--- src/rtl/assert_macros.svh ---
// assertion macros included by the rtl core
// assumes clk and rst_n (active low) exist in the including scope
`ifndef ASSERT_MACROS_SVH
`define ASSERT_MACROS_SVH

// implication checked on every rising edge outside reset
`define OOTLC_ASSERT_IMPL(label, ante, cons, msg) \
  label: assert property (@(posedge clk) disable iff (!rst_n) (ante) |-> (cons)) \
    else $error(msg);

// next-cycle implication checked outside reset
`define OOTLC_ASSERT_NEXT(label, ante, cons, msg) \
  label: assert property (@(posedge clk) disable iff (!rst_n) (ante) |=> (cons)) \
    else $error(msg);

`endif

--- src/rtl/ootlc_pkg.sv ---
// shared types and constants for the on/off timed light control core
// no dependencies
`timescale 1ns / 1ps

package ootlc_pkg;

  // counter width default
  localparam int TIME_BITS_DEF = 16;

  // command codes, code 7 is unused
  typedef enum logic [2:0] {
    ACT_ON         = 3'd0,
    ACT_OFF        = 3'd1,
    ACT_TOGGLE     = 3'd2,
    ACT_OFF_EFFECT = 3'd3,
    ACT_RECALL     = 3'd4,
    ACT_TIMED_OFF  = 3'd5,
    ACT_TICK       = 3'd6
  } action_t;

  // configuration register indexes
  localparam int CFG_IDX_W = 2;
  localparam logic [CFG_IDX_W-1:0] CFG_ON_TIME_SUP  = 2'd0;
  localparam logic [CFG_IDX_W-1:0] CFG_OFF_WAIT_SUP = 2'd1;
  localparam logic [CFG_IDX_W-1:0] CFG_DESIRED_UPD  = 2'd2;

  // off effect identifiers and variants
  localparam logic [7:0] EFFECT_DELAYED_OFF = 8'd0;
  localparam logic [7:0] EFFECT_DYING_LIGHT = 8'd1;
  localparam logic [7:0] VARIANT_0          = 8'd0;
  localparam logic [7:0] VARIANT_1          = 8'd1;
  localparam logic [7:0] VARIANT_2          = 8'd2;

  // level block request values
  localparam logic [7:0] LEVEL_OFF  = 8'd0;
  localparam logic [7:0] HALF_LEVEL = 8'd128;
  localparam logic [7:0] SHORT_FADE = 8'd8;
  localparam logic [7:0] DYING_FADE = 8'd12;
  localparam logic [7:0] NO_FADE    = 8'd0;

  // guard bit of the timed-off control field
  localparam logic TIMED_OFF_GUARD_BIT = 1'b1;

endpackage

--- src/rtl/on_off_timed_light_control_core.sv ---
// on/off cluster server core: command decode, timed-off counters, result register
// depends on ootlc_pkg and assert_macros.svh
`timescale 1ns / 1ps

// Single-endpoint on/off light server. Each input transaction is one command
// (on, off, toggle, off with effect, recall scene, timed off) or one 100 ms
// tick, and yields exactly one result transaction with the state after the
// command plus level and scene pulses. The state update is one compare/decrement
// step feeding the state registers and the result register, so a new command
// is taken each cycle while the result register is empty or being drained.
// in_stall rises only while a result is held by out_stall. Configuration is
// written through cfg_* (always ready) and must only change while no command
// is in flight. Counters are TIME_BITS wide; reported counts saturate at 65535.
module on_off_timed_light_control_core #(
  parameter int TIME_BITS = ootlc_pkg::TIME_BITS_DEF
) (
  input  logic                           clk,
  input  logic                           rst_n,
  // configuration write channel
  input  logic                           cfg_valid,
  output logic                           cfg_ready,
  input  logic [ootlc_pkg::CFG_IDX_W-1:0] cfg_index,
  input  logic                           cfg_wdata,
  // command channel
  input  logic                           in_valid,
  output logic                           in_stall,
  input  logic [2:0]                     in_action,
  input  logic                           in_accept_only_when_on,
  input  logic [15:0]                    in_on_time_arg,
  input  logic [15:0]                    in_off_wait_arg,
  input  logic [7:0]                     in_effect_id,
  input  logic [7:0]                     in_effect_variant,
  // result channel
  output logic                           out_valid,
  input  logic                           out_stall,
  output logic                           out_light_on,
  output logic [15:0]                    out_on_time_now,
  output logic [15:0]                    out_off_wait_now,
  output logic                           out_scene_control,
  output logic                           out_timer_running,
  output logic                           out_level_request,
  output logic [7:0]                     out_level_target,
  output logic [7:0]                     out_level_transition,
  output logic                           out_store_scene,
  output logic                           out_recall_scene
);
  import ootlc_pkg::*;

  `include "assert_macros.svh"

  localparam logic [31:0] TimeMax = 32'((64'd1 << TIME_BITS) - 64'd1);
  localparam logic [31:0] OutMax  = 32'h0000_FFFF;

  typedef logic [TIME_BITS-1:0] time_t;

  // configuration registers
  logic  on_time_sup_r, off_wait_sup_r, desired_upd_r;
  // server state
  logic  on_r, scene_r, active_r;
  time_t on_cnt_r, wait_cnt_r;
  // next state
  logic  on_nxt, scene_nxt, active_nxt;
  time_t on_cnt_nxt, wait_cnt_nxt;
  // per-command pulses
  logic       req, store, recall;
  logic [7:0] target, trans;
  // clipped timed-off arguments
  time_t on_arg, wait_arg;
  logic  in_accept, out_accept;

  // result register
  logic        out_valid_r;
  logic        light_on_r, scene_ctl_r, timer_run_r;
  logic [15:0] on_time_now_r, off_wait_now_r;
  logic        level_req_r, store_r, recall_r;
  logic [7:0]  level_tgt_r, level_trn_r;
  logic [15:0] on_time_now_nxt, off_wait_now_nxt;

  assign cfg_ready  = 1'b1;
  assign in_stall   = out_valid_r & out_stall;
  assign in_accept  = in_valid & ~in_stall;
  assign out_accept = out_valid_r & ~out_stall;

  // configuration writes, unknown indexes are ignored
  always_ff @(posedge clk) begin
    if (!rst_n) begin
      on_time_sup_r  <= 1'b1;
      off_wait_sup_r <= 1'b1;
      desired_upd_r  <= 1'b1;
    end else if (cfg_valid && cfg_ready) begin
      case (cfg_index)
        CFG_ON_TIME_SUP:  on_time_sup_r  <= cfg_wdata;
        CFG_OFF_WAIT_SUP: off_wait_sup_r <= cfg_wdata;
        CFG_DESIRED_UPD:  desired_upd_r  <= cfg_wdata;
        default: ;
      endcase
    end
  end

  // saturate arguments to the counter width
  always_comb begin
    on_arg   = (32'(in_on_time_arg) > TimeMax) ? TimeMax[TIME_BITS-1:0]
                                               : TIME_BITS'(in_on_time_arg);
    wait_arg = (32'(in_off_wait_arg) > TimeMax) ? TimeMax[TIME_BITS-1:0]
                                                : TIME_BITS'(in_off_wait_arg);
  end

  // command decode and state update
  always_comb begin
    logic do_on, do_off;
    on_nxt       = on_r;
    scene_nxt    = scene_r;
    active_nxt   = active_r;
    on_cnt_nxt   = on_cnt_r;
    wait_cnt_nxt = wait_cnt_r;
    req          = 1'b0;
    store        = 1'b0;
    recall       = 1'b0;
    target       = LEVEL_OFF;
    trans        = NO_FADE;
    do_on        = 1'b0;
    do_off       = 1'b0;

    case (action_t'(in_action))
      ACT_ON:     do_on = 1'b1;
      ACT_OFF:    do_off = 1'b1;
      ACT_TOGGLE: begin
        do_off = on_r;
        do_on  = ~on_r;
      end
      ACT_OFF_EFFECT: begin
        if (scene_r) begin
          store      = 1'b1;
          scene_nxt  = 1'b0;
          on_cnt_nxt = '0;
        end
        if (in_effect_id == EFFECT_DELAYED_OFF && in_effect_variant == VARIANT_0) begin
          req = 1'b1; target = LEVEL_OFF; trans = SHORT_FADE;
        end else if (in_effect_id == EFFECT_DELAYED_OFF
                     && in_effect_variant == VARIANT_1) begin
          req = 1'b1; target = LEVEL_OFF; trans = NO_FADE;
        end else if (in_effect_id == EFFECT_DELAYED_OFF
                     && in_effect_variant == VARIANT_2) begin
          req = 1'b1; target = HALF_LEVEL; trans = SHORT_FADE;
        end else if (in_effect_id == EFFECT_DYING_LIGHT
                     && in_effect_variant == VARIANT_0) begin
          req = 1'b1; target = LEVEL_OFF; trans = DYING_FADE;
        end
        // move with on/off turns the light off at level zero
        if (req && target == LEVEL_OFF) on_nxt = 1'b0;
      end
      ACT_RECALL: begin
        if (!scene_r) begin
          on_nxt    = 1'b1;
          recall    = 1'b1;
          scene_nxt = 1'b1;
        end
      end
      ACT_TIMED_OFF: begin
        if (on_time_sup_r
            && !((in_accept_only_when_on & TIMED_OFF_GUARD_BIT) && !on_r)) begin
          if (wait_cnt_r != '0 && !on_r && wait_arg < wait_cnt_r) begin
            wait_cnt_nxt = wait_arg;
          end else begin
            if (on_arg > on_cnt_r) on_cnt_nxt = on_arg;
            if (desired_upd_r) on_nxt = 1'b1;
            wait_cnt_nxt = wait_arg;
          end
          if (wait_cnt_nxt != '0 && on_cnt_nxt != '0) active_nxt = 1'b1;
        end
      end
      ACT_TICK: begin
        if (active_r) begin
          if (on_r) begin
            if (on_cnt_r != '0) begin
              on_cnt_nxt = on_cnt_r - time_t'(1);
            end else begin
              wait_cnt_nxt = '0;
              on_nxt       = 1'b0;
              active_nxt   = 1'b0;
            end
          end else begin
            if (wait_cnt_r != '0) wait_cnt_nxt = wait_cnt_r - time_t'(1);
            else active_nxt = 1'b0;
          end
        end
      end
      default: ;
    endcase

    // plain on
    if (do_on) begin
      if (desired_upd_r) on_nxt = 1'b1;
      if (on_time_sup_r && off_wait_sup_r && on_cnt_r == '0) wait_cnt_nxt = '0;
    end
    // plain off, level zero with no fade
    if (do_off) begin
      if (desired_upd_r) begin
        on_nxt = 1'b0;
        req    = 1'b1;
      end
      if (on_time_sup_r) on_cnt_nxt = '0;
    end
  end

  // reported counts saturate at 16 bits
  always_comb begin
    on_time_now_nxt  = (32'(on_cnt_nxt) > OutMax) ? OutMax[15:0] : 16'(on_cnt_nxt);
    off_wait_now_nxt = (32'(wait_cnt_nxt) > OutMax) ? OutMax[15:0] : 16'(wait_cnt_nxt);
  end

  // server state registers
  always_ff @(posedge clk) begin
    if (!rst_n) begin
      on_r       <= 1'b0;
      scene_r    <= 1'b1;
      active_r   <= 1'b0;
      on_cnt_r   <= '0;
      wait_cnt_r <= '0;
    end else if (in_accept) begin
      on_r       <= on_nxt;
      scene_r    <= scene_nxt;
      active_r   <= active_nxt;
      on_cnt_r   <= on_cnt_nxt;
      wait_cnt_r <= wait_cnt_nxt;
    end
  end

  // result valid
  always_ff @(posedge clk) begin
    if (!rst_n) begin
      out_valid_r <= 1'b0;
    end else if (in_accept) begin
      out_valid_r <= 1'b1;
    end else if (out_accept) begin
      out_valid_r <= 1'b0;
    end
  end

  // result payload, held while stalled
  always_ff @(posedge clk) begin
    if (in_accept) begin
      light_on_r     <= on_nxt;
      on_time_now_r  <= on_time_now_nxt;
      off_wait_now_r <= off_wait_now_nxt;
      scene_ctl_r    <= scene_nxt;
      timer_run_r    <= active_nxt;
      level_req_r    <= req;
      level_tgt_r    <= req ? target : LEVEL_OFF;
      level_trn_r    <= req ? trans : NO_FADE;
      store_r        <= store;
      recall_r       <= recall;
    end
  end

  assign out_valid            = out_valid_r;
  assign out_light_on         = light_on_r;
  assign out_on_time_now      = on_time_now_r;
  assign out_off_wait_now     = off_wait_now_r;
  assign out_scene_control    = scene_ctl_r;
  assign out_timer_running    = timer_run_r;
  assign out_level_request    = level_req_r;
  assign out_level_target     = level_tgt_r;
  assign out_level_transition = level_trn_r;
  assign out_store_scene      = store_r;
  assign out_recall_scene     = recall_r;

  // consistency checks
  `OOTLC_ASSERT_IMPL(a_no_accept_when_held, out_valid_r && out_stall, in_stall, "command accepted over held result")
  `OOTLC_ASSERT_IMPL(a_level_zero_idle, out_valid_r && !level_req_r, level_tgt_r == LEVEL_OFF && level_trn_r == NO_FADE, "level fields set without request")
  `OOTLC_ASSERT_IMPL(a_store_clears_scene, out_valid_r && store_r, !scene_ctl_r && !recall_r, "scene store left scene control set")
  `OOTLC_ASSERT_NEXT(a_state_matches_result, in_accept, light_on_r == on_r && scene_ctl_r == scene_r && timer_run_r == active_r, "result differs from stored state")

endmodule

--- config.mk ---
export PLATFORM = sky130hd
export DESIGN_NAME = on_off_timed_light_control_core
export DESIGN_NICKNAME = d
export VERILOG_FILES = /design/src/rtl/ootlc_pkg.sv /design/src/rtl/on_off_timed_light_control_core.sv
export VERILOG_INCLUDE_DIRS = /design/src /design/src/rtl
export SDC_FILE = /design/constraint.sdc
export NUM_CORES = 1
export LEC_CHECK = 0
export ABC_CLOCK_PERIOD_IN_PS = 2500
export BUFFER_PORTS_ARGS = -buffer_cell sky130_fd_sc_hd__buf_4
export CAP_MARGIN = 10
export CORE_UTILIZATION = 40
export DETAILED_ROUTE_END_ITERATION = 16
export PLACE_DENSITY = 0.63
export SETUP_SLACK_MARGIN = 0.5
export SLEW_MARGIN = 20
export SYNTH_ARGS = -nofsm -noshare
export SYNTH_HDL_FRONTEND = slang
export SYNTH_SLANG_ARGS = --single-unit
--- constraint.sdc ---
create_clock -name clk -period 2.5 [get_ports clk]
set_input_delay 0 -clock clk [delete_from_list [all_inputs] [get_ports clk]]
set_output_delay 0 -clock clk [all_outputs]
set_load 0.05 [all_outputs]
==> impl_metrics.json <==
{
  "status": "complete, but fails checks",
  "failed_checks": "negative setup slack",
  "setup_tns_ns": -0.454,
  "synth_seq_area_share_pct": 33.6,
  "grtUsageMet1_pct": 44.9,
  "ys_ff_latch": 80,
  "leakage_nw": 3.87,
  "initial_core_util_pct": 41.0,
  "min_period_ns": 2.58,
  "hold_ws_ns": 0.0167,
  "antenna_found_initial": 0,
  "fin_skew_ns": 0.0122,
  "grt-ovfl-total": 0,
  "endpoint_kind": "flip-flop",
  "diodes": 0,
  "rsz0062_at_grt": "yes",
  "grt_max_degree": 32,
  "maxSlewHeadroom_pct": 53.2,
  "syn-instance-count": 730,
  "fmax_mhz": 387,
  "avgSynthCellArea_sq_um": 8.20,
  "firstDrtPassIters": 5,
  "setup_ws_ns": -0.0837,
  "vias_per_cell": 6.10,
  "synth.top_cell.area_share_pct": 20.6,
  "gp_congestion": 0.968,
  "grt_use_met3_pct": 5.63,
  "drtIter0Drc": 770,
  "cts.clk_slew.worst_paths_ns": 0.07,
  "hpwl_mm": 18.1,
  "synthFlopType": "edfxtp_1",
  "cts_made_buffers": 9,
  "synth_edf_count": 41,
  "cts_tree": "done",
  "drc": 0,
  "peakVddDrop_uv": 321,
  "synth_top_area_cell": "edfxtp_1",
  "worstPathRequired_ns": 2.60,
  "clk_latency_ns": 0.36,
  "ios": 117,
  "finalNonFillerCells": 1186,
  "grt_usage_pct": 32.2,
  "area_growth_pct": 60.1,
  "crit_fanout": 5,
  "final_antenna_net_count": 0,
  "grt_pass1_wl_mm": 38.8,
  "tightestPinTransition_ns": 0.700,
  "total_power_mw": 4.88,
  "die_y_microns": 124,
  "slew_viol_final": 0,
  "top_usage_layer": "met2",
  "post-place-cells": 1124,
  "die_w_microns": 124,
  "wl_per_cell_microns": 21.6,
  "clk_path_buf_depth": 2,
  "cts_num_sinks": 80,
  "finalNetCount": 1090,
  "async_flop_share_pct": 0,
  "synth.area.top_cells": "edfxtp_1, dfxtp_1, ha_1, a21oi_1, nor2_1",
  "rows": 44,
  "yosysUniqueCellTypes": 81,
  "fill_cells": 1199,
  "syn_area_sq_um": 5990,
  "power_density_nw_per_um2": 509,
  "core_area_sq_um": 14600,
  "grt_pass1_vias": 7073,
  "arrival_ns": 2.69,
  "period_share_pct": 103,
  "portBuffers": 102,
  "gr-usage-met2_pct": 49.6,
  "drive_gt1_share_pct": 47.3,
  "finalSetupViolCount": 13,
  "drt_wl_total_mm": 25.6,
  "hold_violations": 0,
  "critical_path_class": "reg -> reg",
  "hp-class": "in -> reg",
  "start_kind": "flip-flop",
  "ys_warn_count": 0,
  "cts_max_level": 3,
  "root_buffer": "clkbuf_16",
  "r2r_slack_ns": -0.08,
  "vias": 7231,
  "cap_violations": 0,
  "floorplan.die_area_sq_um": 15500
}
[placed cells by master, fill, tap and decap left out, types with 11 or more instances in the layout]
master / Yosys / final
inv_1: 45 / 39
dlygate4sd3_1: 0 / 11
ha_1: 33 / 21
o211ai_1: 12 / 12
ha_4: 0 / 12
a211oi_2: 0 / 11
nand3_1: 30 / 24
nand4_1: 14 / 14
conb_1: 2 / 14
a21oi_2: 0 / 20
nand2_1: 59 / 56
a21oi_1: 58 / 32
dfxtp_2: 0 / 16
buf_4: 15 / 262
o21ai_1: 9 / 17
o21ai_0: 40 / 24
nor3_1: 33 / 19
buf_6: 1 / 25
nor4_1: 13 / 12
edfxtp_1: 41 / 41
nor2_1: 60 / 52
dfxtp_1: 39 / 21
[through the flow]
stage / setup slack (ns) / utilization, % / instance area [sq um]
floorplan: -0.0170 / - / 6080
global placement: -0.249 / 54.3 / 7920
detailed placement: -0.331 / 54.3 / 7920
CTS: -0.0280 / 63.0 / 9190
global route: -0.128 / 65.7 / 9590
finish: -0.0837 / 65.7 / 9590
[layout make-up]
cell class              count  area (sq um)  share of cell area (%)
multi-input cells         562          4450                    46.4
repair buffers            298          2360                    24.6
flip-flops and latches     80          2040                    21.3
well taps                 184           230                    2.40
clock buffers              10           229                    2.39
inverters                  46           173                    1.80
clock inverters             6           108                    1.12
[state kept, by name, indices dropped and copies added, names as in the netlist, 2 cells and up]
register              cells
on_cnt_r                 16
out_level_transition      2
out_off_wait_now         16
out_on_time_now          16
wait_cnt_r               16
[critical path, cell delays in order, from the launching register on]
cell and delay (ns):
dfxtp_2 0.33, inv_1 0.07, ha_4 0.27, nand4_1 0.20, o22ai_1 0.25, a211oi_1 0.08
buf_4 0.17, a21o_4 0.25, buf_6 0.14, or3_4 0.34, a21oi_4 0.16, a221oi_2 0.08
[kinds of logic after synthesis]
kind of cell	after synthesis	share of synthesized area [%]
compound gates	248	28.4
xor+xnor	2	0.293
fa+ha+maj	34	7.07
buf+inv	100	7.42
flops	80	33.6
mux	5	0.857
other cells	2	0.125
simple gates	259	22.2
[timing repair]
action                                  in CTS  in global routing
endpoints found under the hold margin       10                  0
pin swaps                                   88                 48
buffers inserted                            26                  8
endpoints found under the setup margin      68                 68
resized for setup                          147                 65
cloned                                       1                  0
hold buffers                                11                  0
[power by group]
group | internal, mW | leakage (nW) | switching [mW]
Combinational | 0.790 | 2.97 | 1.07
Sequential | 1.45 | 0.738 | 0.0319
Clock | 0.973 | 0.164 | 0.562
Total | 3.22 | 3.87 | 1.67
[Yosys cell counts (all sizes together), types with 8 or more instances]
cell and instances:
a21oi 58, o211ai 12, a31oi 13, nand4 14
ha 33, nor2 61, o32ai 11, buf 21
a21o 9, edfxtp 41, inv 45, nand3 31
nor4 15, nor3 33, a211oi 21, nand2 59
o21ai 49, clkbuf 33, or3 8, dfxtp 39
[final timing paths]
path / startpoint / end / cells past startpoint
worst max-delay path: wait_cnt_r[13] / out_on_time_now[11] / 11
worst min-delay path: cfg_index[0] / on_time_sup_r / 3
worst max register to register: wait_cnt_r[13] / out_on_time_now[11] / 11
worst min register to register: on_cnt_r[4] / on_cnt_r[4] / 2
[layer usage]
layer	part of all wire, %	vias up	routed length [microns]
li1	-	3284	-
met5	0	-	0
met4	1.6	0	409
met1	44	3476	11200
met2	46	436	11700
met3	9.2	35	2360
No activity file was read; power rests on OpenSTA's default activity.
